--- src/rtl/bb3_pkg.sv ---
// Shared types and constants for the 3x3 box blur stream core.
// No dependencies; imported by every module of the block but bb3_line_store.
package bb3_pkg;

    localparam int VALUE_W    = 16;  // out_value / pixel_value port width
    localparam int POS_W      = 10;  // out_row / out_column width
    localparam int CFG_W      = 11;  // configuration data width
    localparam int MIN_DIM    = 3;   // smallest usable frame width / height

    // Divide by the window size through a reciprocal multiply
    localparam int DIVISOR    = 9;
    localparam int DIV_STAGES = 1;   // product stage after the divider's input register

    typedef enum logic [0:0] {
        CFG_FRAME_WIDTH  = 1'b0,
        CFG_FRAME_HEIGHT = 1'b1
    } cfg_index_t;

    // Position and selection info that follows an item down the pipeline
    typedef struct packed {
        logic [POS_W-1:0] row;
        logic [POS_W-1:0] column;
        logic             frame_end;
        logic             border;
    } meta_t;

    typedef struct packed {
        logic [VALUE_W-1:0] value;
        logic [POS_W-1:0]   row;
        logic [POS_W-1:0]   column;
        logic               frame_end;
    } res_t;

endpackage

--- src/rtl/bb3_div9.sv ---
// Pipelined divide by nine through a reciprocal multiply.
// Carries a tag alongside each dividend. Uses bb3_pkg.
module bb3_div9 #(
    parameter int N     = 20,
    parameter int TAG_W = 38
) (
    input  logic             clk,
    input  logic             rst_n,
    input  logic             in_valid,
    input  logic [N-1:0]     in_dividend,
    input  logic [TAG_W-1:0] in_tag,
    output logic             out_valid,
    output logic [N-1:0]     out_quotient,
    output logic [TAG_W-1:0] out_tag
);
    import bb3_pkg::*;

    // ceil(2^(N+3) / 9) fits in N bits; its rounding error stays below one
    // quotient step for every N-bit dividend
    localparam int           SHIFT      = N + 3;
    localparam logic [63:0]  RECIP_FULL = ((64'd1 << SHIFT) + 64'(DIVISOR - 1)) / 64'(DIVISOR);
    localparam logic [N-1:0] RECIP      = RECIP_FULL[N-1:0];

    logic             in_valid_reg;
    logic             prod_valid_reg;
    logic [N-1:0]     num_reg;
    logic [TAG_W-1:0] in_tag_reg;
    logic [TAG_W-1:0] prod_tag_reg;
    logic [2*N-1:0]   prod_reg;

    always_ff @(posedge clk or negedge rst_n)
    begin
        if (!rst_n)
        begin
            in_valid_reg   <= 1'b0;
            prod_valid_reg <= 1'b0;
        end
        else
        begin
            in_valid_reg   <= in_valid;
            prod_valid_reg <= in_valid_reg;
        end
    end

    always_ff @(posedge clk)
    begin
        num_reg      <= in_dividend;
        in_tag_reg   <= in_tag;
        prod_reg     <= (2*N)'(num_reg) * (2*N)'(RECIP);
        prod_tag_reg <= in_tag_reg;
    end

    assign out_valid    = prod_valid_reg;
    assign out_quotient = N'(prod_reg[2*N-1:SHIFT]);
    assign out_tag      = prod_tag_reg;

endmodule

--- config.mk ---
export PLATFORM = sky130hd
export DESIGN_NAME = bb3_div9
export DESIGN_NICKNAME = d
export VERILOG_FILES = /design/src/rtl/bb3_pkg.sv /design/src/rtl/bb3_div9.sv
export SDC_FILE = /design/constraint.sdc
export NUM_CORES = 1
export LEC_CHECK = 0
export ABC_CLOCK_PERIOD_IN_PS = 14200
export BUFFER_PORTS_ARGS = -buffer_cell sky130_fd_sc_hd__buf_2
export CORE_MARGIN = 1
export CORE_UTILIZATION = 41
export DETAILED_ROUTE_END_ITERATION = 7
export PLACE_DENSITY_LB_ADDON = 0.15
export SLEW_MARGIN = 10
export SYNTH_ARGS = -nofsm -noshare
export SYNTH_HDL_FRONTEND = slang
export SYNTH_SLANG_ARGS = --single-unit
--- constraint.sdc ---
create_clock -name clk -period 14.2 [get_ports clk]
set_input_delay 0.71 -clock clk [delete_from_list [all_inputs] [get_ports clk]]
set_output_delay 0.71 -clock clk [all_outputs]
set_load 0.02 [all_outputs]
; Word-level counts from Yosys, hierarchy flattened
; Cells that the tools add are included.
; Widths: inputs -> output; s select.
[op_classes]
mul = 1
[op_table]
columns = operator, count
row1 = $mul 20x18->38 const B, 1
[word_totals]
in_bits = 61
register_bits = 136
elab_cells = 7
output_inout_bits = 59

; Longest topological paths before layout
; Gate-level depths: netlist of run 1.
[depth]
ltp_word = 1
ltp_mapped = 20
mapped_depth_nobuf = 20

; Worst setup path after synthesis of run 1
; No wires, ideal clock.
[synth_timing]
path_kind = register to register
start = reg num_reg[8]
end = reg prod_reg[35]
synth_period_minus_slack_ns = 5.486
arrival_time_ns = 5.365
path_buffers = 0
stages_incl_launch_ff = 18
slack_ns = 8.714
required_time_ns = 14.079
setup_time_ns = 0.121
cell_sequence = dfxtp_1 fa_1 ha_1 inv_1 fa_1 inv_1 fa_1 fa_1 inv_1 fa_1 inv_1 ha_1 nand4_1 or4_1 o311ai_0 a31o_2 a21oi_1 xnor2_1
[synth_between]
elab_chain_len = 1
[synth_lines]
columns = element, line
row1 = from (decl), bb3_div9.sv:26  ; logic [N-1:0] num_reg;
row2 = from (signal assigned), bb3_div9.sv:47  ; num_reg <= in_dividend;
row3 = $mul 20x18->38, bb3_div9.sv:49  ; prod_reg <= (2*N)'(num_reg) * (2*N)'(RECIP);
row4 = to (signal assigned), bb3_div9.sv:49
row5 = to (decl), bb3_div9.sv:29  ; logic [2*N-1:0] prod_reg;
; No other way between the ends.

; Worst setup path after layout of run 1
[layout_timing]
start = reg num_reg[9]
end = reg prod_reg[35]
; The elaborated chain is that of the path after synthesis.

==> impl_summary.txt, run 1 <==
----------------------------------------------------
[Yosys]
  YS warnings ... 0
  Number of enable flip-flop cells after synthesis ... 0
  Post-Syn Instances ... 689
  Post-synthesis cell area ... 7681 um^2
  Async S/R FF share, synth ... 0.01739
  Average footprint of a synthesized cell ... 11.15 um^2
  Count of distinct cell types in the synthesized netlist ... 51
  Portion of the post-synthesis area used by sequential elements ... 0.3010
  Synth Register Bits ... 115
  Most instantiated flip-flop cell in the synthesis netlist ... sky130_fd_sc_hd__dfxtp_1

[Placed design]
  Number of input and output port buffers inserted ... 116
  Instance count after placement with tap cells included ... 1029
  Global placement routability congestion ... 0.9193
  Instance area at placement ... 8514 um^2
  HPWL after detailed placement ... 14.27 mm
  Setup slack after placement ... 8.245 ns

[GRT]
  First-pass GRT wire length ... 28.55 mm
  Via count of the first global-routing pass ... 5637
  Number of antenna violations at the first check in global routing ... 0
  Grt total ovfl ... 0
  Total track usage ... 0.1907
  Largest net degree at the start of global routing ... 17

[Min path]
  Class of the tightest hold or removal check ... input pin to asynchronous set/reset pin

[STA]
  Worst slew pin tran ... 1.083 ns
  Worst-case setup margin in the final layout ... 8.211 ns
  Number of max-slew violations in the final report ... 0
  Setup TNS Final ... 0 ns
  Final setup fails ... 0
  Portion of the clock cycle consumed by the worst path in the final layout ... 0.4218
  Hold violation total from the final report ... 0
  Worst clock skew ... 0.02082 ns
  FMAX ... 167.0 MHz
  RSZ-0062 raised after global routing ... no
  Shortest period the worst path allows ... 5.989 ns
  Normalized max-slew margin ... 0.2783

[Setup path]
  Worst Reg-to-Reg Cells ... 17
  Critical Path End Type ... register
  Worst EP required ... 14.51 ns
  Crit path DAT ... 6.30 ns
  Critical path peak fanout ... 6
  Class of the most critical setup path ... register to register
  Minimum setup slack among reg-to-reg paths ... 8.21 ns
  Reg2reg end ... prod_reg[35]$_DFF_P_
  Reg-to-Reg Start ... num_reg[9]$_DFF_P_
  CP endpoint ... prod_reg[35]$_DFF_P_
  CP startpoint kind ... register
  CP startpoint ... num_reg[9]$_DFF_P_

[Flow run]
  Number of max-capacitance violations reported ... 0

[Routing]
  WL final ... 16.76 mm
  Number of violations reported at the end of detailed-routing iteration 0 ... 254
  Antenna violation net count after detailed routing ... 0
  DR pass1 iterations ... 6
  Vias per inst ... 4.796
  DRC Markers ... 0
  Routed vias ... 5089
  Average wire per cell in the routed design ... 15.80 um

[Final layout]
  Area of all placed cells without fillers ... 9158 um^2
  Synth-to-layout area growth ... 19.22%
  N_diodes ... 0
  Net count, final ... 1115
  Finished Layout Cells ... 1061
  FILL cells ... 1674
  Layout cells sized above 1 ... 0.1899

[Die]
  Die Outline Area ... 19290 um^2
  Core ar. ... 18150 um^2
  Horizontal extent of the die ... 138.9 um
  Die Ht ... 138.9 um
  Placement Rows ... 49
  Total I/O pin count ... 120
  Initial cell density of the core ... 0.4233

[Clock tree]
  Maximum clock path buffer count ... 2
  Clock-pin slew on the worst setup and hold paths ... 0.07 ns
  Clock sinks ... 115
  Post-CTS setup repair buffer count ... 0
  Clock tree from TritonCTS ... yes
  TritonCTS Buffers ... 17
  Deepest level of the CTS H-tree ... 4
  Number of gates resized after cts ... 0
  Count of hold buffers inserted by post-cts repair ... 0
  Clock latency at the later pin of the worst-skew pair ... 0.42 ns
  Clk root buf ... sky130_fd_sc_hd__clkbuf_16

[Run status]
  Run status ... finished clean

----------------------------------------------------
==> layout make-up <==
cell class	count	area [um^2]	share of cell area
Timing Repair Buffer	116	580.6	0.06340
Inverter	164	615.6	0.06722
Clock buffer	17	425.4	0.04645
Multi-Input combinational cell	405	4720	0.5154
Tap cell	229	286.5	0.03129
Sequential cell	115	2312	0.2525
Clock inverter	15	217.7	0.02377
==> metal layers <==
layer | routed length, um | share of wire | vias up | GRT usage
met1 | 8070 | 0.48 | 2439 | 0.2609
li1 | - | - | 2477 | -
met5 | 0 | 0 | - | 0
met4 | 337 | 0.020 | 0 | 0.06316
met3 | 969 | 0.058 | 23 | 0.05387
met2 | 7387 | 0.44 | 150 | 0.2900
==> cells in the final DEF, fill, tap and decap left out, types with 3 or more instances in the layout <==
master,netlist,routed
sky130_fd_sc_hd__nor2_1,11,11
sky130_fd_sc_hd__buf_2,0,116
sky130_fd_sc_hd__o21a_1,4,4
sky130_fd_sc_hd__dfxtp_1,113,113
sky130_fd_sc_hd__a211oi_1,7,7
sky130_fd_sc_hd__bufinv_16,0,4
sky130_fd_sc_hd__xor2_1,8,8
sky130_fd_sc_hd__o21ai_0,13,13
sky130_fd_sc_hd__conb_1,1,3
sky130_fd_sc_hd__nand2_1,26,26
sky130_fd_sc_hd__inv_1,164,164
sky130_fd_sc_hd__inv_6,0,6
sky130_fd_sc_hd__ha_1,143,143
sky130_fd_sc_hd__nand2b_1,3,3
sky130_fd_sc_hd__xnor2_1,13,13
sky130_fd_sc_hd__a21o_1,11,11
sky130_fd_sc_hd__clkbuf_16,0,17
sky130_fd_sc_hd__fa_1,92,92
sky130_fd_sc_hd__nand4_1,6,6
sky130_fd_sc_hd__a21oi_1,26,26
==> worst min path at each step <==
stage / start / endpoint / slack (ns) / cells after the start
final: rst_n / in_valid_reg$_DFF_PN0_ / 0.07 / 1
after CTS: rst_n / in_valid_reg$_DFF_PN0_ / 0.05 / 1
after floorplan: in_tag_reg[0]$_DFF_P_ / out_tag[0]$_DFF_P_ / 0.31 / 0
after detailed placement: in_tag_reg[0]$_DFF_P_ / out_tag[0]$_DFF_P_ / 0.31 / 0
after global routing: rst_n / in_valid_reg$_DFF_PN0_ / 0.06 / 1
after global placement: in_tag_reg[28]$_DFF_P_ / out_tag[28]$_DFF_P_ / 0.31 / 0
==> synthesized netlist by cell type (all sizes together) (4+ instances only) <==
cell type	instances	area (um^2)
ha	143	1789
xor2	8	70.07
buf	4	30.03
a211oi	8	65.06
nand4	6	37.54
nand2	26	97.59
a21o	13	100.1
dfxtp	113	2262
inv	164	615.6
o21a	4	30.03
o21ai	14	70.06
a21oi	26	130.1
xnor2	13	113.9
nor2	11	41.29
fa	92	1842
==> through the flow <==
stage / hold WS [ns] / utilization
5_1_grt: 0.05884 / 0.5046
4_1_cts: 0.05500 / 0.5046
3_5_place_dp: 0.3121 / 0.4692
3_3_place_gp: 0.3095 / 0.4692
6_report: 0.07023 / 0.5046
2_1_floorplan: 0.3096 / -
==> cell families (layout without fill, tap and decap cells) <==
group	Yosys count	in the layout	share of synthesized area
adders and majority gates	235	235	0.4727
buffers and inverters	171	312	0.08552
DFF	115	115	0.3010
AOI/OAI and AO/OA	87	87	0.07917
and+or+nand+nor	58	58	0.03584
xor gates and xnor gates	21	21	0.02395
other	1	3	0.0004882
muxes	1	1	0.001303
==> worst max-delay path, stage by stage, from the launching register on <==
cell	delay, ns
sky130_fd_sc_hd__dfxtp_1	0.47
sky130_fd_sc_hd__fa_1	0.49
sky130_fd_sc_hd__ha_1	0.36
sky130_fd_sc_hd__inv_1	0.07
sky130_fd_sc_hd__fa_1	0.54
sky130_fd_sc_hd__inv_1	0.06
sky130_fd_sc_hd__fa_1	0.50
sky130_fd_sc_hd__fa_1	0.56
sky130_fd_sc_hd__inv_1	0.06
sky130_fd_sc_hd__fa_1	0.55
sky130_fd_sc_hd__inv_1	0.05
sky130_fd_sc_hd__ha_1	0.36
sky130_fd_sc_hd__nand4_1	0.13
sky130_fd_sc_hd__or4_1	0.45
sky130_fd_sc_hd__o311ai_0	0.69
sky130_fd_sc_hd__a31o_2	0.33
sky130_fd_sc_hd__a21oi_1	0.09
sky130_fd_sc_hd__xnor2_1	0.13
Power of run 1 is left out: the tool's default activity adds up to more than one toggle a clock period on the data nets, which glitch-free logic cannot reach.
==> inputs of run 2 (changes only) <==
Settings changed: ABC_CLOCK_PERIOD_IN_PS 14200 to 5300.
Clock period 14.2 ns to 5.3 ns, I/O delays scaled along.
==> run 2 against run 1 <==
The run now ends with setup timing left. Global-route usage rose by 2.0 points. Core utilization rose by 9.1 points. Cell count rose by 15%. Critical endpoint is now prod_reg[33]$_DFF_P_. Highest routed layer unchanged.
==> impl_summary.txt, run 2 (synthesis results as in run 1) <==
----------------------------------------------------
[Clock tree]
  Clk root buf ... sky130_fd_sc_hd__clkbuf_16 (unchanged)
  Clock latency at the later pin of the worst-skew pair ... 0.41 ns (was 0.42 ns)
  Deepest level of the CTS H-tree ... 4 (unchanged)
  Clock sinks ... 115 (unchanged)
  Clock tree from TritonCTS ... yes (unchanged)
  TritonCTS Buffers ... 17 (unchanged)
  Clock-pin slew on the worst setup and hold paths ... 0.06 ns (was 0.07 ns)
  Maximum clock path buffer count ... 2 (unchanged)

[GRT]
  Largest net degree at the start of global routing ... 17 (unchanged)
  Number of antenna violations at the first check in global routing ... 0 (unchanged)
  First-pass GRT wire length ... 31.44 mm (was 28.55 mm)
  Via count of the first global-routing pass ... 6285 (was 5637)
  Total track usage ... 0.2108 (was 0.1907)
  Grt total ovfl ... 0 (unchanged)

[Flow run]
  Number of max-capacitance violations reported ... 0 (unchanged)

[STA]
  RSZ-0062 raised after global routing ... yes (was no)
  FMAX ... 186.2 MHz (was 167.0 MHz)
  Number of max-slew violations in the final report ... 0 (unchanged)
  Portion of the clock cycle consumed by the worst path in the final layout ... 1.014 (was 0.4218)
  Worst clock skew ... 0.007737 ns (was 0.02082 ns)
  Setup TNS Final ... -0.3091 ns (was 0 ns)
  Final setup fails ... 7 (was 0)
  Final hold slack ... 0.1827 ns (was 0.07023 ns)
  Shortest period the worst path allows ... 5.372 ns (was 5.989 ns)
  Worst-case setup margin in the final layout ... -0.07182 ns (was 8.211 ns)
  Hold violation total from the final report ... 0 (unchanged)

[Setup path]
  Critical path peak fanout ... 4 (was 6)
  Critical Path End Type ... register (unchanged)
  Crit path DAT ... 5.71 ns (was 6.30 ns)
  CP startpoint kind ... register (unchanged)
  Class of the most critical setup path ... register to register (unchanged)
  Worst EP required ... 5.64 ns (was 14.51 ns)
  CP startpoint ... num_reg[8]$_DFF_P_ (was num_reg[9]$_DFF_P_)
  Reg-to-Reg Start ... num_reg[8]$_DFF_P_ (was num_reg[9]$_DFF_P_)

[Routing]
  Number of violations reported at the end of detailed-routing iteration 0 ... 221 (was 254)
  Routed vias ... 5638 (was 5089)
  DRC Markers ... 0 (unchanged)
  Average wire per cell in the routed design ... 15.39 um (was 15.80 um)
  Antenna violation net count after detailed routing ... 0 (unchanged)
  WL final ... 18.70 mm (was 16.76 mm)
  Vias per inst ... 4.640 (was 4.796)
  DR pass1 iterations ... 6 (unchanged)

[Min path]
  Class of the tightest hold or removal check ... input pin to asynchronous set/reset pin (unchanged)

[Final layout]
  Net count, final ... 1270 (was 1115)
  Synth-to-layout area growth ... 40.66% (was 19.22%)
  Most frequent standard cell in the layout excluding fill and tap cells ... sky130_fd_sc_hd__inv_1 (unchanged)
  N_diodes ... 0 (unchanged)
  Layout cells sized above 1 ... 0.3327 (was 0.1899)
  Highest-count cells in the layout ignoring fill and taps ... 148 x sky130_fd_sc_hd__inv_1, 126 x sky130_fd_sc_hd__ha_1, 116 x sky130_fd_sc_hd__buf_2 (was 164 x sky130_fd_sc_hd__inv_1, 143 x sky130_fd_sc_hd__ha_1, 116 x sky130_fd_sc_hd__buf_2)

[Run status]
  Run status ... complete, but fails checks (was finished clean)
  Violated checks ... setup timing

[Die]
  Core ar. ... 18150 um^2 (unchanged)
  Die Outline Area ... 19290 um^2 (unchanged)
  Placement Rows ... 49 (unchanged)
  Horizontal extent of the die ... 138.9 um (unchanged)
  Initial cell density of the core ... 0.4233 (unchanged)
  Total I/O pin count ... 120 (unchanged)
  Die Ht ... 138.9 um (unchanged)

[Placed design]
  HPWL after detailed placement ... 14.98 mm (was 14.27 mm)
  Number of input and output port buffers inserted ... 116 (unchanged)
  Global placement routability congestion ... 0.8984 (was 0.9193)

----------------------------------------------------
## run 2: final cells by class
type | instances | area, um^2
flip-flops and latches | 115 | 2356
repair buffers | 271 | 1902
fillers | 1507 | 7343
clock inverters | 11 | 106.4
clock buffers | 20 | 446.7
multi-input cells | 405 | 5091
well taps | 229 | 286.5
inverters | 164 | 615.6
## run 2: per-layer routing
layer	wire, um	part of all wire	vias up	global-route usage
li1	-	-	2778	-
met1	8919	0.48	2706	0.2827
met2	8621	0.46	143	0.3405
met3	994	0.053	11	0.05490
met4	162	0.0087	0	0.04912
met5	0	0	-	0
## run 2: worst paths after layout
kind | to | slack (ns) | depth (start not counted)
setup reg to reg | prod_reg[33]$_DFF_P_ | -0.07 | 19
max in group asynchronous | in_valid_reg$_DFF_PN0_ | 5.02 | 2
min in group clk | out_tag[21]$_DFF_P_ | 0.32 | 0
setup / recovery | prod_reg[33]$_DFF_P_ | -0.07 | 19
hold / removal | out_valid$_DFF_PN0_ | 0.18 | 2
hold reg to reg | out_tag[21]$_DFF_P_ | 0.32 | 0
## run 2: worst max-delay path, stage by stage (launching register included)
cell and delay (ns):
sky130_fd_sc_hd__dfxtp_4 0.37, sky130_fd_sc_hd__fa_2 0.52, sky130_fd_sc_hd__ha_4 0.30, sky130_fd_sc_hd__inv_2 0.04
sky130_fd_sc_hd__fa_1 0.55, sky130_fd_sc_hd__inv_2 0.04, sky130_fd_sc_hd__fa_1 0.45, sky130_fd_sc_hd__fa_1 0.51
sky130_fd_sc_hd__inv_2 0.04, sky130_fd_sc_hd__fa_2 0.56, sky130_fd_sc_hd__inv_2 0.05, sky130_fd_sc_hd__ha_4 0.27
sky130_fd_sc_hd__nand4_1 0.14, sky130_fd_sc_hd__or4_4 0.45, sky130_fd_sc_hd__a2111o_1 0.37, sky130_fd_sc_hd__o2111ai_2 0.09
sky130_fd_sc_hd__a221oi_2 0.11, sky130_fd_sc_hd__buf_4 0.16, sky130_fd_sc_hd__o221ai_2 0.13, sky130_fd_sc_hd__xor2_1 0.17
## run 2: timing repair
item	CTS	global route
hold buffers	60	0
pin swaps	26	37
setup endpoints to repair	17	17
gates cloned	0	0
hold endpoints to repair	61	0
buffers inserted	11	6
gates resized for setup	47	34
## run 2: per-stage QoR
stage	worst slack, ns	cell area, um^2	cells	utilization
final	-0.07182	10800	1215	0.5954
after global routing	-0.2135	10800	1215	0.5954
after CTS	-0.03406	10680	1211	0.5883
after detailed placement	-0.3362	9204	1109	0.5072
after global placement	-0.2738	9204	1109	0.5072
after floorplan	0.0007252	7777	691	-
Power of run 2 is left out for the same reason.
==> inputs of run 3 (changes only) <==
Settings changed: CORE_ASPECT_RATIO set to 0.7.
==> run 3 against run 2 <==
The flow finishes with violations (DRC, setup timing). Core utilization increased by 0.32 points. Count of clock-buffer cells in the layout decreased by 3. Via count increased by 0.99%. Worst hold slack got worse by 0.012 ns. Largest cell class unchanged.
==> impl_summary.txt, run 3 (synthesis results as in run 1) <==
----------------------------------------------------
[Run status]
  Run status ... complete, but fails checks (unchanged)
  Violated checks ... DRC, setup timing (was setup timing)

[GRT]
  Largest net degree at the start of global routing ... 17 (unchanged)
  Via count of the first global-routing pass ... 5750 (was 6285)
  Total track usage ... 0.2132 (was 0.2108)
  Layer carrying the most global-route usage ... met1 (was met2)
  First-pass GRT wire length ... 30.30 mm (was 31.44 mm)
  Grt total ovfl ... 0 (unchanged)
  Number of antenna violations at the first check in global routing ... 0 (unchanged)
  Global routing usage on met3 ... 0.05540 (was 0.05490)
  GR Util met1 ... 0.3304 (was 0.2827)
  Met2 GRT Util ... 0.2886 (was 0.3405)

[Setup path]
  Cells traversed along the worst timing path ... fa_2, ha_4, inv_2, fa_1, inv_2, fa_2, fa_1, inv_1, fa_1, inv_2, ha_4, nand4_1, or4_4, a2111o_1, o2111ai_2, a221oi_2, buf_4, o221ai_2, xor2_1 (was fa_2, ha_4, inv_2, fa_1, inv_2, fa_1, fa_1, inv_2, fa_2, inv_2, ha_4, nand4_1, or4_4, a2111o_1, o2111ai_2, a221oi_2, buf_4, o221ai_2, xor2_1)
  Worst Reg-to-Reg Cells ... 19 (unchanged)
  Crit path DAT ... 5.72 ns (was 5.71 ns)
  Highest-delay cell along the critical path ... sky130_fd_sc_hd__fa_1 (was sky130_fd_sc_hd__fa_2)
  CP startpoint kind ... register (unchanged)
  Largest stage delay on the critical path ... 0.56 ns (about the same)
  Critical path peak fanout ... 4 (unchanged)
  Worst EP required ... 5.65 ns (was 5.64 ns)
  Critical Path End Type ... register (unchanged)
  Class of the most critical setup path ... register to register (unchanged)

[STA]
  Number of max-slew violations in the final report ... 0 (unchanged)
  RSZ-0062 raised after global routing ... yes (unchanged)
  Worst clock skew ... 0.01371 ns (was 0.007737 ns)
  Normalized max-slew margin ... 0.6153
  Setup TNS Final ... -0.3673 ns (was -0.3091 ns)
  Portion of the clock cycle consumed by the worst path in the final layout ... 1.013 (was 1.014)
  Final setup fails ... 9 (was 7)
  FMAX ... 186.3 MHz (was 186.2 MHz)
  Worst-case setup margin in the final layout ... -0.06855 ns (was -0.07182 ns)
  Hold violation total from the final report ... 0 (unchanged)
  Worst slew pin tran ... 0.5736 ns
  Shortest period the worst path allows ... 5.369 ns (was 5.372 ns)

[Die]
  Initial cell density of the core ... 0.4230 (was 0.4233)
  Die Ht ... 116.5 um (was 138.9 um)
  Core ar. ... 18160 um^2 (was 18150 um^2)
  Total I/O pin count ... 120 (unchanged)
  Horizontal extent of the die ... 165.6 um (was 138.9 um)
  Die Outline Area ... 19290 um^2 (about the same)
  Placement Rows ... 41 (was 49)

[Clock tree]
  Maximum clock path buffer count ... 2 (unchanged)
  Clock latency at the later pin of the worst-skew pair ... 0.42 ns (was 0.41 ns)
  Clock sinks ... 115 (unchanged)
  TritonCTS Buffers ... 17 (unchanged)
  Clk root buf ... sky130_fd_sc_hd__clkbuf_16 (unchanged)
  Deepest level of the CTS H-tree ... 4 (unchanged)
  Clock tree from TritonCTS ... yes (unchanged)
  Clock-pin slew on the worst setup and hold paths ... 0.06 ns (about the same)

[Final layout]
  Synth-to-layout area growth ... 41.52% (was 40.66%)
  N_diodes ... 0 (unchanged)
  Final core utilization ... 0.5986 (was 0.5954)
  Net count, final ... 1276 (was 1270)
  Most frequent standard cell in the layout excluding fill and tap cells ... sky130_fd_sc_hd__inv_1 (unchanged)
  Layout cells sized above 1 ... 0.3397 (was 0.3327)
  Highest-count cells in the layout ignoring fill and taps ... 149 x sky130_fd_sc_hd__inv_1, 127 x sky130_fd_sc_hd__ha_1, 116 x sky130_fd_sc_hd__buf_2 (was 148 x sky130_fd_sc_hd__inv_1, 126 x sky130_fd_sc_hd__ha_1, 116 x sky130_fd_sc_hd__buf_2)
  FILL cells ... 1562 (was 1507)

[Placed design]
  Number of input and output port buffers inserted ... 116 (unchanged)
  Setup slack after placement ... -0.2995 ns (was -0.3362 ns)
  Global placement routability congestion ... 0.8929 (was 0.8984)
  HPWL after detailed placement ... 15.24 mm (was 14.98 mm)

[Flow run]
  Number of max-capacitance violations reported ... 0 (unchanged)

[Routing]
  WL final ... 19.26 mm (was 18.70 mm)
  Average wire per cell in the routed design ... 15.68 um (was 15.39 um)
  Routed vias ... 5694 (was 5638)
  Antenna violation net count after detailed routing ... 0 (unchanged)
  DRC Markers ... 5 (was 0)
  DR pass1 iterations ... 7 (was 6)
  Number of violations reported at the end of detailed-routing iteration 0 ... 238 (was 221)
  Vias per inst ... 4.637 (was 4.640)

[Min path]
  Class of the tightest hold or removal check ... input pin to asynchronous set/reset pin (unchanged)

----------------------------------------------------
run 3: critical path, delay by kind of cell, from the launching register on:
family                   cells  cell delay [ns]
adder cells (fa/ha/maj)      7             3.10
AND/OR/NAND/NOR              2             0.68
AO/OA/AOI/OAI                4             0.65
flip-flops                   1             0.37
buffers and inverters        5             0.35
XOR/XNOR                     1             0.15
run 3: metrics by stage:
stage / cell area (um^2) / hold WS, ns / instances
global route: 10870 / 0.1527 / 1228
global placement: 9280 / 0.04991 / 1125
finish: 10870 / 0.1705 / 1228
floorplan: 7777 / -0.03059 / 691
detailed placement: 9280 / 0.05136 / 1125
CTS: 10670 / 0.1450 / 1223
run 3: final timing paths:
kind | start | to | slack (ns)
setup reg to reg | num_reg[7]$_DFF_P_ | prod_reg[33]$_DFF_P_ | -0.07
hold / removal | rst_n | in_valid_reg$_DFF_PN0_ | 0.17
min in group clk | in_tag_reg[15]$_DFF_P_ | out_tag[15]$_DFF_P_ | 0.32
hold reg to reg | in_tag_reg[15]$_DFF_P_ | out_tag[15]$_DFF_P_ | 0.32
setup / recovery | num_reg[7]$_DFF_P_ | prod_reg[33]$_DFF_P_ | -0.07
max in group asynchronous | rst_n | out_valid$_DFF_PN0_ | 5.03
run 3: per-layer routing:
| metal | wire [um] | vias up |
|---|---|---|
| met5 | 0 | - |
| met4 | 155 | 0 |
| met3 | 1167 | 15 |
| met2 | 7835 | 172 |
| met1 | 10100 | 2721 |
| li1 | - | 2786 |
run 3: final cells by class:
| class | count | area, um^2 | area share |
|---|---|---|---|
| clock inverters | 14 | 150.1 | 0.01381 |
| clock buffers | 17 | 425.4 | 0.03913 |
| multi-input cells | 405 | 5080 | 0.4673 |
| well taps | 236 | 295.3 | 0.02716 |
| repair buffers | 277 | 1954 | 0.1798 |
| flip-flops and latches | 115 | 2350 | 0.2162 |
| inverters | 164 | 615.6 | 0.05663 |
run 3: repair_timing:
action	CTS	global route
hold buffers	60	0
hold endpoints to repair	61	0
buffers inserted	7	5
gates resized for setup	33	50
setup endpoints to repair	17	17
pin swaps	26	32
Power of run 3 is left out for the same reason.
