`src/rtl/bb3_pkg.sv`:
```
// Shared types and constants for the 3x3 box blur stream core.
// No dependencies; imported by every module of the block but bb3_line_store.
package bb3_pkg;

    localparam int VALUE_W    = 16;  // out_value / pixel_value port width
    localparam int POS_W      = 10;  // out_row / out_column width
    localparam int CFG_W      = 11;  // configuration data width
    localparam int MIN_DIM    = 3;   // smallest usable frame width / height

    // Divide by the window size through a reciprocal multiply
    localparam int DIVISOR    = 9;
    localparam int DIV_STAGES = 1;   // product stage after the divider's input register

    typedef enum logic [0:0] {
        CFG_FRAME_WIDTH  = 1'b0,
        CFG_FRAME_HEIGHT = 1'b1
    } cfg_index_t;

    // Position and selection info that follows an item down the pipeline
    typedef struct packed {
        logic [POS_W-1:0] row;
        logic [POS_W-1:0] column;
        logic             frame_end;
        logic             border;
    } meta_t;

    typedef struct packed {
        logic [VALUE_W-1:0] value;
        logic [POS_W-1:0]   row;
        logic [POS_W-1:0]   column;
        logic               frame_end;
    } res_t;

endpackage

```
`src/rtl/bb3_out_fifo.sv`:
```
// Output result queue: absorbs the pipeline contents while the receiver stalls.
// Register-based circular buffer of res_t items. Uses bb3_pkg.
module bb3_out_fifo #(
    parameter int DEPTH = 9
) (
    input  logic          clk,
    input  logic          rst_n,
    input  logic          push,
    input  bb3_pkg::res_t push_data,
    input  logic          pop,
    output logic          out_valid,
    output bb3_pkg::res_t out_data
);
    import bb3_pkg::*;

    localparam int PTR_W = $clog2(DEPTH);
    localparam int CNT_W = $clog2(DEPTH + 1);

    res_t             entry [DEPTH];
    logic [PTR_W-1:0] wr_ptr_reg, wr_ptr_next;
    logic [PTR_W-1:0] rd_ptr_reg, rd_ptr_next;
    logic [CNT_W-1:0] count_reg, count_next;

    // caller keeps the queue from overflowing by credit
    always_comb
    begin
        wr_ptr_next = wr_ptr_reg;
        rd_ptr_next = rd_ptr_reg;
        if (push)
        begin
            wr_ptr_next = (wr_ptr_reg == PTR_W'(DEPTH - 1)) ? '0 : wr_ptr_reg + PTR_W'(1);
        end
        if (pop)
        begin
            rd_ptr_next = (rd_ptr_reg == PTR_W'(DEPTH - 1)) ? '0 : rd_ptr_reg + PTR_W'(1);
        end
        count_next = count_reg + CNT_W'(push) - CNT_W'(pop);
    end

    always_ff @(posedge clk or negedge rst_n)
    begin
        if (!rst_n)
        begin
            wr_ptr_reg <= '0;
            rd_ptr_reg <= '0;
            count_reg  <= '0;
        end
        else
        begin
            wr_ptr_reg <= wr_ptr_next;
            rd_ptr_reg <= rd_ptr_next;
            count_reg  <= count_next;
        end
    end

    always_ff @(posedge clk)
    begin
        if (push)
        begin
            entry[wr_ptr_reg] <= push_data;
        end
    end

    assign out_valid = (count_reg != '0);
    assign out_data  = entry[rd_ptr_reg];

endmodule

```
`config.mk`:
```
export PLATFORM = sky130hd
export DESIGN_NAME = bb3_out_fifo
export DESIGN_NICKNAME = d
export VERILOG_FILES = /design/src/rtl/bb3_pkg.sv /design/src/rtl/bb3_out_fifo.sv
export SDC_FILE = /design/constraint.sdc
export NUM_CORES = 1
export LEC_CHECK = 0
export ABC_AREA = 1
export BUFFER_PORTS_ARGS = -buffer_cell sky130_fd_sc_hd__buf_4
export CAP_MARGIN = 30
export CORE_MARGIN = 4
export CORE_UTILIZATION = 50
export DETAILED_ROUTE_END_ITERATION = 7
export GPL_ROUTABILITY_DRIVEN = 0
export PLACE_DENSITY_LB_ADDON = 0.15
export SYNTH_ARGS = -nofsm -noshare
export SYNTH_HDL_FRONTEND = slang
export SYNTH_SLANG_ARGS = --single-unit
export TNS_END_PERCENT = 30
```
`constraint.sdc`:
```
create_clock -name clk -period 4.04 [get_ports clk]
set_clock_uncertainty 0.15 [all_clocks]
set_input_delay 0.202 -clock clk [delete_from_list [all_inputs] [get_ports clk]]
set_output_delay 0.202 -clock clk [all_outputs]
set_load 0.02 [all_outputs]
```
# Yosys cells after proc, flatten, opt, wreduce, memory -nomap -nowiden
# Memories as Yosys holds them, arrays and structs flattened.
# Cells that the tools add are included.
dict set report totals {
  reg_bits 12
  ramBits 333
  in_bits 41
  output_inout_bits 38
  memories 1
}
dict set report op_classes {
  add_sub_neg 4
  n_eq_ne 2
  muxes 4
  reduce_logical 1
}
# name depth word_bits read_ports rd_ports_with_merged_regs wr line_no
set mem_list {}
lappend mem_list {entry 9 37 1 0 1 bb3_out_fifo.sv:19} ;# res_t entry [DEPTH];
# cell n
set ops {}
lappend ops {{$add 4x1->4 const B} 2}
lappend ops {{$eq 4x4->1 const B} 2}
lappend ops {{$mux 4} 2}
lappend ops {{$add 4x1->4} 1}
lappend ops {{$reduce_bool 4->1} 1}
lappend ops {{$sub 4x1->4} 1}
lappend ops {{$mux 1} 2}

# Depth between registers and ports, before layout
# Gate-level depths: netlist of the first run.
dict set report logic_depth {
  word_depth 2
  mapped_depth 9
}

# Least setup slack after synthesis of the first run
# Ideal clock, no wire load.
dict set report synth_timing {
  kind {reg-to-reg}
  start {register wr_ptr_reg[0]}
  end {memory entry[8][0] in the netlist's numbering, enable pin}
  arrival_time_ns 3.396
  slack_ns 0.010
  stages_incl_launch_ff 5
  path_buffers 0
  synth_period_minus_slack_ns 4.030
  cell_sequence {dfrtp_1 inv_1 ha_1 nand2_1 nor3_1}
}
# item line_no
set synth_lines {}
lappend synth_lines {{start: declaration} bb3_out_fifo.sv:20} ;# logic [PTR_W-1:0] wr_ptr_reg, wr_ptr_next;
lappend synth_lines {{start signal: assignment} bb3_out_fifo.sv:50} ;# wr_ptr_reg <= wr_ptr_next;
lappend synth_lines {{end: declaration} bb3_out_fifo.sv:19}
# No word-level cell before the write port.

==> reports/qor.log, run 1 <==
[sta] setup violation total in the final timing report 0
[finish] share of layout cells above drive strength 1 0.109
[drt] routed len/inst 16.6 um
[power] peak supply drop 0.000447 V
[synthesis] number of distinct library cells after synthesis 25
[worst_setup_path] setup slack, reg-to-reg 1.73 ns
[status] outcome finished, final reports clean
[worst_setup_path] worst r2r dst entry[3][1]
[clocking] clock buffer depth 3
[sta] final critical delay including setup and external delays 3.00 ns
[worst_setup_path] category of the worst setup path capture point output port
[clocking] TritonCTS clock tree done
[clocking] clock sink count 345
[power] switching power total 4.03 mW
[hold_path] hold depth 2
[synthesis] Avg Inst Size Synth 10.7 um^2
[worst_setup_path] Critical Setup Path Class register to output port
[drt] detailed-router iteration count before antenna repair 5
[drt] post-route antenna net violation count 0
[sta] worst-case hold slack 0.318 ns
[power] power per standard cell area 666 nW/um^2
[synthesis] leading cell types by total area after synthesis sky130_fd_sc_hd__edfxtp_1 (68%), sky130_fd_sc_hd__nand2_1 (12%), sky130_fd_sc_hd__nand3_1 (7.7%)
[synthesis] flops & latches, synth 345
[power] Sequential Power Share 0.386
[die] std cell rows 62
[synthesis] mux contribution to synthesized area 0
[sta] count of final max-slew check failures 0
[worst_setup_path] highest net fanout along the worst path 63
[global_route] pin count of the biggest net entering global routing 151
[global_route] first-pass GRT wire length 50400 um
[hold_path] worst hold path class primary input to register
[clocking] depth of the CTS H-tree 2
[worst_setup_path] data required time of the worst path 3.69 ns
[global_route] overall overflow remaining after global route 0
[synthesis] xor/xnor share of the synthesized area 0.00178
[global_route] global router's overall resource usage 0.196
[sta] Worst Tran Pin Value 1.06 ns
[finish] area growth from synthesis to final layout 16.9%
[clocking] Num CTS Buffers 37
[flow_run] Max Cap Viol 0
[power] portion of total power attributed to the clock network 0.275
[place] number of buffers added on ports 78
[synthesis] complex-gate fraction of the synthesized area 0.00331
[place] detailed placement HPWL 16300 um
[die] starting density of the core 0.510
[die] Die Area 32300 um^2
[drt] wire length after detailed routing 31700 um
[sta] RSZ-0062 raised after global routing no
[synthesis] Cells after Synth 1374
[hold_path] worst hold start push_data[9]
[worst_setup_path] kind of start point of the critical path register
[finish] Largest register FFs 333
[drt] via count 9471
[power] internal cell power 7.44 mW
[synthesis] YS warnings 0
[clocking] clock root buffer sky130_fd_sc_hd__clkbuf_16
[synthesis] Post-Synth Simple-Gate Area 0.197
[worst_setup_path] data arrival time at the worst-slack endpoint 2.65 ns
[finish] final antenna diode count 0
[global_route] initial antenna violation count 0
[sta] Setup TNS Final 0 ns
[power] P_leak 7.41 nW
[drt] First DRT Iteration DRCs 613
[die] number of I/O pins 79
[worst_setup_path] depth of the worst register-to-register path 4
[synthesis] main combinational cell family by area after synthesis simple AND/OR/NAND/NOR gates
[sta] Final period util 0.743
[synthesis] syn_nets 1427
[finish] Largest Register entry
[die] die outline width 180 um
[global_route] via count of the first global-routing pass 9347
[clocking] latest clock arrival within the worst-skew pair 0.50 ns
[finish] nets@finish 1542
[sta] final hold viol count 0
[die] chip height 180 um
[synthesis] area leader, netlist sky130_fd_sc_hd__edfxtp_1
[sta] maximum clock rate 0.333 GHz
[clocking] # Post-CTS Setup Buffers 0
[power] fraction of power spent switching nets 0.351
[drt] vias per std cell 4.98
[drt] drt drc 0
[synthesis] fraction of the yosys area taken by sequential cells 0.698
[synthesis] fraction of post-synthesis cell area in the top cell type by area 0.678
[synthesis] synthesized area 14800 um^2
[die] standard cell core area 28900 um^2
[worst_setup_path] beginning of the worst register-to-register path wr_ptr_reg[0]
[clocking] clock-pin slew on the worst setup and hold paths 0.06 ns
[hold_path] destination of the worst hold path entry[8][9]
[power] Comb power frac 0.339
[synthesis] post-synthesis adder-cell area fraction 0.0107
[sta] remaining max-slew budget at the tightest pin 0.295
[layout make-up]
class,instances,area (um^2)
Sequential cell,345,10300
Timing Repair Buffer,142,1210
Multi-Input combinational cell,720,3190
Inverter,243,915
Tap cell,384,480
Clock inverter,18,108
Fill cell,2349,11700
Clock buffer,50,1040
[cells by family after synthesis]
group	after synthesis
AO/OA/AOI/OAI	9
flip-flops	345
AND/OR/NAND/NOR	696
adder cells (fa/ha/maj)	12
XOR/XNOR	3
buffers and inverters	309
[repair_timing]
| item | in CTS | in global routing |
|---|---|---|
| endpoints found under the hold margin | 354 | 0 |
| resized for setup | 0 | 0 |
| hold buffers | 41 | 0 |
[metrics by stage]
stage	power [mW]	utilization	instance area [um^2]	setup slack, ns	std cells
floorplan	7.10	-	14800	0.00998	1374
global placement	8.35	0.542	15700	1.52	1793
detailed placement	8.41	0.542	15700	1.56	1793
CTS	11.6	0.596	17200	1.01	1902
global route	12.2	0.596	17200	0.816	1902
finish	11.5	0.596	17200	1.04	1902
[critical path, cell delays in order, from the launching register on]
cell and delay, ns:
sky130_fd_sc_hd__dfrtp_4 0.50, sky130_fd_sc_hd__inv_4 0.49, sky130_fd_sc_hd__buf_4 0.42, sky130_fd_sc_hd__nand2_1 0.09, sky130_fd_sc_hd__nand2_1 0.07, sky130_fd_sc_hd__nand2_1 0.05, sky130_fd_sc_hd__nand3_1 0.11, sky130_fd_sc_hd__nand3_1 0.13
sky130_fd_sc_hd__nand2_1 0.09, sky130_fd_sc_hd__buf_4 0.14
[cell usage after synthesis]
| cell | count |
|---|---|
| sky130_fd_sc_hd__nand2_1 | 457 |
| sky130_fd_sc_hd__edfxtp_1 | 333 |
| sky130_fd_sc_hd__inv_1 | 241 |
| sky130_fd_sc_hd__nand3_1 | 226 |
| sky130_fd_sc_hd__buf_2 | 31 |
| sky130_fd_sc_hd__dfrtp_1 | 12 |
| sky130_fd_sc_hd__clkbuf_1 | 11 |
| sky130_fd_sc_hd__ha_1 | 11 |
| sky130_fd_sc_hd__buf_6 | 10 |
| sky130_fd_sc_hd__buf_1 | 6 |
| sky130_fd_sc_hd__buf_4 | 6 |
| sky130_fd_sc_hd__nor2_1 | 6 |
| sky130_fd_sc_hd__nor3_1 | 5 |
| sky130_fd_sc_hd__a21oi_1 | 3 |
| sky130_fd_sc_hd__o21ai_0 | 3 |
| sky130_fd_sc_hd__nand4_1 | 2 |
| sky130_fd_sc_hd__o22ai_1 | 2 |
| sky130_fd_sc_hd__xnor2_1 | 2 |
| sky130_fd_sc_hd__a31oi_1 | 1 |
| sky130_fd_sc_hd__buf_8 | 1 |
| sky130_fd_sc_hd__clkbuf_2 | 1 |
| sky130_fd_sc_hd__fa_1 | 1 |
| sky130_fd_sc_hd__inv_2 | 1 |
| sky130_fd_sc_hd__inv_4 | 1 |
| sky130_fd_sc_hd__xor2_1 | 1 |
[per-layer routing]
metal	track usage	vias to the layer above	wire [um]	part of all wire
met5	0	-	0	0
met4	0.0536	0	647	0.020
met1	0.259	4521	13900	0.44
met2	0.340	218	15600	0.49
li1	-	4677	-	-
met3	0.0309	55	1450	0.046
[placed cells by master, fill, tap and decap left out, types with 2 or more instances in the layout]
master / instances
sky130_fd_sc_hd__edfxtp_1: 333
sky130_fd_sc_hd__buf_12: 3
sky130_fd_sc_hd__xnor2_1: 2
sky130_fd_sc_hd__o22ai_1: 2
sky130_fd_sc_hd__a21oi_1: 3
sky130_fd_sc_hd__clkbuf_1: 9
sky130_fd_sc_hd__nor3_2: 5
sky130_fd_sc_hd__nand4_1: 2
sky130_fd_sc_hd__ha_1: 11
sky130_fd_sc_hd__nor2_1: 2
sky130_fd_sc_hd__clkbuf_16: 39
sky130_fd_sc_hd__clkbuf_8: 2
sky130_fd_sc_hd__nand2_1: 457
sky130_fd_sc_hd__dlygate4sd3_1: 41
sky130_fd_sc_hd__dfrtp_2: 3
sky130_fd_sc_hd__clkinv_2: 7
sky130_fd_sc_hd__nand3_1: 226
sky130_fd_sc_hd__buf_4: 98
sky130_fd_sc_hd__clkinv_1: 11
sky130_fd_sc_hd__dfrtp_1: 8
sky130_fd_sc_hd__nor2_4: 4
sky130_fd_sc_hd__inv_1: 239
sky130_fd_sc_hd__o21ai_0: 3
[worst max-delay path by stage]
| stage | from | endpoint | slack [ns] | cells past startpoint |
|---|---|---|---|---|
| 2_1_floorplan | wr_ptr_reg[0] | entry[8][0] | 0.01 | 4 |
| 3_3_place_gp | rd_ptr_reg[0] | out_data[25] | 1.52 | 9 |
| 3_5_place_dp | rd_ptr_reg[0] | out_data[25] | 1.56 | 9 |
| 4_1_cts | rd_ptr_reg[0] | out_data[25] | 1.01 | 9 |
| 5_1_grt | rd_ptr_reg[0] | out_data[25] | 0.82 | 9 |
| 6_report | rd_ptr_reg[0] | out_data[25] | 1.04 | 9 |
[power by group through the flow]
stage | Clock (mW) | Sequential, mW | Combinational [mW]
2_1_floorplan | 0 | 4.49 | 2.61
3_3_place_gp | 0 | 4.49 | 3.86
3_5_place_dp | 0 | 4.50 | 3.91
4_1_cts | 3.23 | 4.43 | 3.95
5_1_grt | 3.38 | 4.46 | 4.35
6_report | 3.16 | 4.43 | 3.89
No activity file was read; power rests on OpenSTA's default activity.
==> run 2, diff against run 1 <==
--- a/config.mk
+++ b/config.mk
@@ -5,7 +5,7 @@
 export SDC_FILE = /design/constraint.sdc
 export NUM_CORES = 1
 export LEC_CHECK = 0
-export ABC_AREA = 1
+export ABC_AREA = 0
 export BUFFER_PORTS_ARGS = -buffer_cell sky130_fd_sc_hd__buf_4
 export CAP_MARGIN = 30
 export CORE_MARGIN = 4
==> constraint.sdc (replaced) <==
create_clock -name clk -period 2.4 [get_ports clk]
set_clock_uncertainty 0.15 [all_clocks]
set_input_delay 0.12 -clock clk [delete_from_list [all_inputs] [get_ports clk]]
set_output_delay 0.12 -clock clk [all_outputs]
set_load 0.02 [all_outputs]
==> reports/qor.log, run 2 <==
[clocking] depth of the CTS H-tree 2
[finish] Fillers 1938
[synthesis] most frequent cells after synthesis sky130_fd_sc_hd__edfxtp_1 (333), sky130_fd_sc_hd__mux2i_1 (75), sky130_fd_sc_hd__mux2_2 (62)
[finish] leading cell type in the layout, fill and taps excluded sky130_fd_sc_hd__edfxtp_1
[global_route] global router's overall resource usage 0.200
[worst_setup_path] Worst Setup EP out_data[24]
[worst_setup_path] setup slack, reg-to-reg 0.43 ns
[sta] RSZ-0062 raised after global routing yes
[place] number of buffers added on ports 78
[clocking] latest clock arrival within the worst-skew pair 0.53 ns
[sta] final critical delay including setup and external delays 2.46 ns
[finish] highest-count cells in the layout ignoring fill and taps sky130_fd_sc_hd__edfxtp_1 (333), sky130_fd_sc_hd__buf_4 (102), sky130_fd_sc_hd__mux2i_1 (75)
[sta] count of final max-slew check failures 0
[global_route] first-pass GRT wire length 46500 um
[die] standard cell core area 27000 um^2
[synthesis] leading cell types by total area after synthesis sky130_fd_sc_hd__edfxtp_1 (73%), sky130_fd_sc_hd__mux2i_1 (5.5%), sky130_fd_sc_hd__mux2_2 (5.1%)
[place] number of placed instances, taps included 1171
[synthesis] synthesized area 13800 um^2
[synthesis] count leader, synth sky130_fd_sc_hd__edfxtp_1
[sta] Final period util 1.03
[sta] maximum clock rate 0.406 GHz
[global_route] overall overflow remaining after global route 0
[place] detailed placement HPWL 16500 um
[finish] nets@finish 979
[drt] First DRT Iteration DRCs 457
[worst_setup_path] beginning of the worst register-to-register path wr_ptr_reg[3]
[finish] area growth from synthesis to final layout 24.4%
[synthesis] main combinational cell family by area after synthesis multiplexers
[power] P_leak 6.09 nW
[drt] routed len/inst 23.9 um
[synthesis] fraction of the yosys area taken by sequential cells 0.748
[clocking] TritonCTS clock tree done
[finish] Largest Register entry
[drt] post-route antenna net violation count 0
[synthesis] Avg Inst Size Synth 18.2 um^2
[global_route] pin count of the biggest net entering global routing 36
[worst_setup_path] depth of the worst register-to-register path 3
[synthesis] commonest register cell after synthesis sky130_fd_sc_hd__edfxtp_1
[drt] detailed-router iteration count before antenna repair 5
[synthesis] xor/xnor share of the synthesized area 0.00255
[sta] setup violation total in the final timing report 15
[sta] Worst Tran Pin Value 0.671 ns
[finish] final antenna diode count 0
[flow_run] Max Cap Viol 0
[synthesis] flops & latches, synth 345
[status] outcome finished, violations left
[die] Die Area 30200 um^2
[finish] number of non-filler instances in the completed layout 1293
[status] violated checks negative setup slack
[drt] wire length after detailed routing 30900 um
[clocking] clock-pin slew on the worst setup and hold paths 0.06 ns
[synthesis] syn_nets 810
[global_route] via count of the first global-routing pass 7854
[sta] remaining max-slew budget at the tightest pin 0.552
[sta] final setup margin -0.0615 ns
[sta] Setup TNS Final -0.411 ns
[drt] drt drc 0
[finish] share of layout cells above drive strength 1 0.338
[die] die outline width 174 um
[worst_setup_path] worst r2r dst entry[0][0]
[worst_setup_path] highest net fanout along the worst path 15
[worst_setup_path] Critical Setup Path Class register to output port
[synthesis] area leader, netlist sky130_fd_sc_hd__edfxtp_1
[worst_setup_path] first element of the critical path rd_ptr_reg[0]
[global_route] initial antenna violation count 0
[worst_setup_path] data required time of the worst path 2.13 ns
[synthesis] post-synthesis adder-cell area fraction 0.0115
[finish] Largest register FFs 333
[synthesis] complex-gate fraction of the synthesized area 0.0786
[worst_setup_path] slowest cell delay on critical path 0.49 ns
[clocking] Num CTS Buffers 37
[drt] via count 7418
[hold_path] worst hold path class primary input to register
[place] Setup Slack @ Placement 0.107 ns
[synthesis] number of enable flip-flop cells after synthesis 333
[worst_setup_path] CP bufs+invs 3
[worst_setup_path] critical-path cell list buf_12 -> buf_16 -> mux2_2 -> o22ai_1 -> o31ai_2 -> buf_4
[synthesis] mux contribution to synthesized area 0.116
[die] number of I/O pins 79
[worst_setup_path] category of the worst setup path capture point output port
[die] std cell rows 60
[synthesis] fraction of post-synthesis cell area in the top cell type by area 0.727
[synthesis] asr flop ratio synth 0.0348
[worst_setup_path] kind of start point of the critical path register
[clocking] clock sink count 345
[die] starting density of the core 0.509
[worst_setup_path] cell count along the critical path 6
[sta] final hold viol count 0
[worst_setup_path] data arrival time at the worst-slack endpoint 2.19 ns
[synthesis] Post-Synth Simple-Gate Area 0.0215
[synthesis] number of distinct library cells after synthesis 34
[clocking] clock buffer depth 3
[power] peak supply drop 0.000856 V
[power] power per standard cell area 1140 nW/um^2
[synthesis] YS warnings 0
[synthesis] Cells after Synth 757
[worst_setup_path] family of cells with the greatest summed delay on the critical path buffers and inverters
[die] chip height 174 um
[clocking] clock root buffer sky130_fd_sc_hd__clkbuf_16
[worst_setup_path] Worst path slowest cell sky130_fd_sc_hd__dfrtp_4
[drt] vias per std cell 5.74
run 2: cell count changes after synthesis, sizes merged, moves of 4 or more:
cell / delta
buf: -25
mux2: +75
a22o: +38
o31ai: +37
nand2: -408
o22ai: +35
inv: -231
mux2i: +75
o21ai: +4
nand3: -224
run 2: cell type report:
| class | count | area, um^2 | area share |
|---|---|---|---|
| clock buffers | 47 | 985 | 0.0575 |
| flip-flops and latches | 345 | 10300 | 0.602 |
| well taps | 341 | 427 | 0.0249 |
| clock inverters | 18 | 130 | 0.00760 |
| inverters | 12 | 45.0 | 0.00263 |
| repair buffers | 173 | 1720 | 0.100 |
| multi-input cells | 357 | 3500 | 0.204 |
run 2: worst min path at each step:
| stage | startpoint | to | cells past startpoint |
|---|---|---|---|
| floorplan | rst_n | count_reg[0] | 0 |
| global placement | rst_n | count_reg[0] | 1 |
| detailed placement | rst_n | count_reg[0] | 1 |
| CTS | push_data[27] | entry[4][27] | 2 |
| global route | push_data[28] | entry[3][28] | 2 |
| finish | push_data[32] | entry[1][32] | 2 |
run 2: what timing repair did:
action | CTS | global route
setup endpoints to repair | 37 | 37
hold buffers | 41 | 0
endpoints found under the hold margin | 353 | 0
pin swaps | 19 | 16
gates cloned | 2 | 4
setup buffers | 10 | 0
resized for setup | 32 | 33
run 2: where the power goes:
part / internal [mW] / switching (mW) / leakage [nW]
Clock: 3.02 / 2.23 / 0.539
Sequential: 7.38 / 0.355 / 3.15
Combinational: 2.87 / 3.66 / 2.40
Total: 13.3 / 6.25 / 6.09
run 2: stage by stage:
step	power (mW)	hold slack [ns]	util	area (um^2)
2_1_floorplan	11.3	-0.326	-	13800
3_3_place_gp	13.4	-0.178	0.554	15000
3_5_place_dp	13.6	-0.174	0.555	15000
4_1_cts	19.4	0.211	0.623	16800
5_1_grt	20.4	0.234	0.633	17100
6_report	19.5	0.227	0.633	17100
run 2: worst register-to-register path: cells and delay by family, from the launching register on:
family | cells | cell delay [ns]
buffers and inverters | 1 | 0.27
DFF | 1 | 0.49
and+or+nand+nor | 2 | 0.74
run 2: logic make-up after synthesis:
logic type | after synthesis
muxes | 150
and+or+nand+nor | 68
AOI/OAI and AO/OA | 122
buffers and inverters | 56
adders and majority gates | 12
DFF | 345
xor gates and xnor gates | 4
run 2: routing by layer:
metal  global-route usage  up-vias  wire [um]
met5                    0        -          0
li1                     -     3339          -
met1                0.264     3817      12900
met4               0.0548        0        724
met2                0.346      209      15700
met3               0.0341       53       1490
==> run 3, diff against run 2 <==
--- a/config.mk
+++ b/config.mk
@@ -9,9 +9,8 @@
 export BUFFER_PORTS_ARGS = -buffer_cell sky130_fd_sc_hd__buf_4
 export CAP_MARGIN = 30
 export CORE_MARGIN = 4
-export CORE_UTILIZATION = 50
+export CORE_UTILIZATION = 45
 export DETAILED_ROUTE_END_ITERATION = 7
-export GPL_ROUTABILITY_DRIVEN = 0
 export PLACE_DENSITY_LB_ADDON = 0.15
 export SYNTH_ARGS = -nofsm -noshare
 export SYNTH_HDL_FRONTEND = slang
==> reports/qor.log, run 3 (synthesis results as in run 2) <==
[sta] final critical delay including setup and external delays 2.46 ns
[clocking] latest clock arrival within the worst-skew pair 0.53 ns
[global_route] overall overflow remaining after global route 0
[sta] count of final max-slew check failures 0
[sta] setup violation total in the final timing report 18
[finish] area growth from synthesis to final layout 24.0%
[global_route] first-pass GRT wire length 45200 um
[place] detailed placement HPWL 16700 um
[place] DP Area 15100 um^2
[drt] post-route antenna net violation count 0
[hold_path] worst hold start push_data[7]
[worst_setup_path] setup slack, reg-to-reg 0.47 ns
[die] std cell rows 63
[finish] area of the multi-input gates 3380 um^2
[power] power per standard cell area 1150 nW/um^2
[worst_setup_path] data arrival time at the worst-slack endpoint 2.19 ns
[hold_path] destination of the worst hold path entry[0][7]
[finish] Non-Filler Cell Area, Final 17100 um^2
[sta] maximum clock rate 0.406 GHz
[worst_setup_path] category of the worst setup path capture point output port
[worst_setup_path] Critical Setup Path Class register to output port
[global_route] most congested layer reported by global routing met2
[finish] share of layout cells above drive strength 1 0.329
[worst_setup_path] kind of start point of the critical path register
[clocking] clock buffer depth 3
[clocking] TritonCTS clock tree done
[global_route] via count of the first global-routing pass 7824
[finish] nets@finish 974
[clocking] clock root buffer sky130_fd_sc_hd__clkbuf_16
[worst_setup_path] beginning of the worst register-to-register path wr_ptr_reg[3]
[die] Die Area 33400 um^2
[sta] final setup margin -0.0604 ns
[finish] final antenna diode count 0
[finish] Largest Register entry
[worst_setup_path] highest net fanout along the worst path 18
[clocking] Num CTS Buffers 38
[global_route] pin count of the biggest net entering global routing 32
[place] RD Place Congestion 0.747
[drt] drt drc 0
[finish] Largest register FFs 333
[global_route] global routing usage on met3 0.0305
[global_route] global routing usage on met1 0.225
[sta] remaining max-slew budget at the tightest pin 0.587
[power] peak supply drop 0.000630 V
[clocking] clock sink count 345
[hold_path] worst hold path class primary input to register
[drt] routed len/inst 22.1 um
[status] violated checks negative setup slack
[drt] detailed-router iteration count before antenna repair 5
[finish] Fillers 2238
[worst_setup_path] worst r2r dst entry[2][14]
[sta] worst-case hold slack 0.224 ns
[place] Setup Slack @ Placement 0.327 ns
[clocking] depth of the CTS H-tree 2
[drt] via count 7236
[drt] First DRT Iteration DRCs 349
[sta] Final period util 1.03
[finish] highest-count cells in the layout ignoring fill and taps sky130_fd_sc_hd__edfxtp_1 (333), sky130_fd_sc_hd__buf_4 (99), sky130_fd_sc_hd__mux2i_1 (75)
[drt] vias per std cell 5.40
[global_route] met2 track utilization from global routing 0.316
[status] outcome finished, violations left
[worst_setup_path] data required time of the worst path 2.13 ns
[sta] RSZ-0062 raised after global routing yes
[place] number of buffers added on ports 78
[sta] final hold viol count 0
[finish] Seq. cell area 10300 um^2
[worst_setup_path] depth of the worst register-to-register path 4
[die] starting density of the core 0.461
[die] die outline width 183 um
[die] chip height 183 um
[finish] leading cell type in the layout, fill and taps excluded sky130_fd_sc_hd__edfxtp_1
[flow_run] Max Cap Viol 0
[power] P_leak 6.06 nW
[clocking] clock-pin slew on the worst setup and hold paths 0.06 ns
[hold_path] hold depth 2
[drt] wire length after detailed routing 29600 um
[global_route] global router's overall resource usage 0.177
[sta] Worst Tran Pin Value 0.618 ns
[die] number of I/O pins 79
[global_route] initial antenna violation count 0
[die] standard cell core area 29900 um^2
-- run 3: cell count changes in the layout (fill, tap and decap cells not counted), sizes merged --
cell	delta
clkbuf	-3
bufinv	+2
clkinv	-2
inv	+2
buf	-1
nor2b	-1
-- run 3: report_power, final --
group          switching (mW)  internal [mW]  leakage, nW
Combinational            3.56           2.71         2.31
Sequential              0.317           7.38         3.15
Clock                    2.26           3.33        0.596
Total                    6.14           13.4         6.06
-- run 3: through the flow --
stage               total power [mW]  cells  utilization  TNS, ns
floorplan                       11.3    757            -   -73.50
global placement                13.5   1220        0.506        0
detailed placement              13.7   1222        0.507        0
CTS                             19.7   1339        0.570    -1.19
global route                    20.4   1339        0.571    -2.63
finish                          19.6   1339        0.571   -0.484
-- run 3: layout make-up --
class	count	share of cell area
well taps	390	0.0286
repair buffers	168	0.0960
clock buffers	48	0.0591
inverters	12	0.00264
clock inverters	20	0.0115
flip-flops and latches	345	0.604
multi-input cells	356	0.198
-- run 3: worst max path at each step --
stage	startpoint	to	slack, ns	depth (start not counted)
3_3_place_gp	rd_ptr_reg[1]	out_data[18]	0.11	5
2_1_floorplan	wr_ptr_reg[2]	entry[7][0]	-0.48	3
5_1_grt	rd_ptr_reg[0]	out_data[24]	-0.12	6
3_5_place_dp	rd_ptr_reg[0]	out_data[24]	0.33	5
6_report	rd_ptr_reg[0]	out_data[31]	-0.06	6
4_1_cts	rd_ptr_reg[0]	out_data[4]	-0.07	6
-- run 3: timing repair --
action                                  CTS  global route
gates cloned                              2             0
setup buffers                             7             0
endpoints found under the hold margin   353             0
hold buffers                             41             0
endpoints found under the setup margin   37            37
resized for setup                        37             8
pin swaps                                16             9
-- run 3: critical path, cell delays in order (launching register included) --
cell,delay (ns)
sky130_fd_sc_hd__dfrtp_4,0.51
sky130_fd_sc_hd__buf_6,0.16
sky130_fd_sc_hd__buf_16,0.17
sky130_fd_sc_hd__mux2i_1,0.12
sky130_fd_sc_hd__a22o_1,0.24
sky130_fd_sc_hd__o31ai_2,0.26
sky130_fd_sc_hd__buf_4,0.20
-- run 3: per-layer routing --
layer	up-vias	part of all wire
met5	-	0
met4	0	0.020
met3	50	0.045
met2	167	0.51
met1	3685	0.42
li1	3334	-
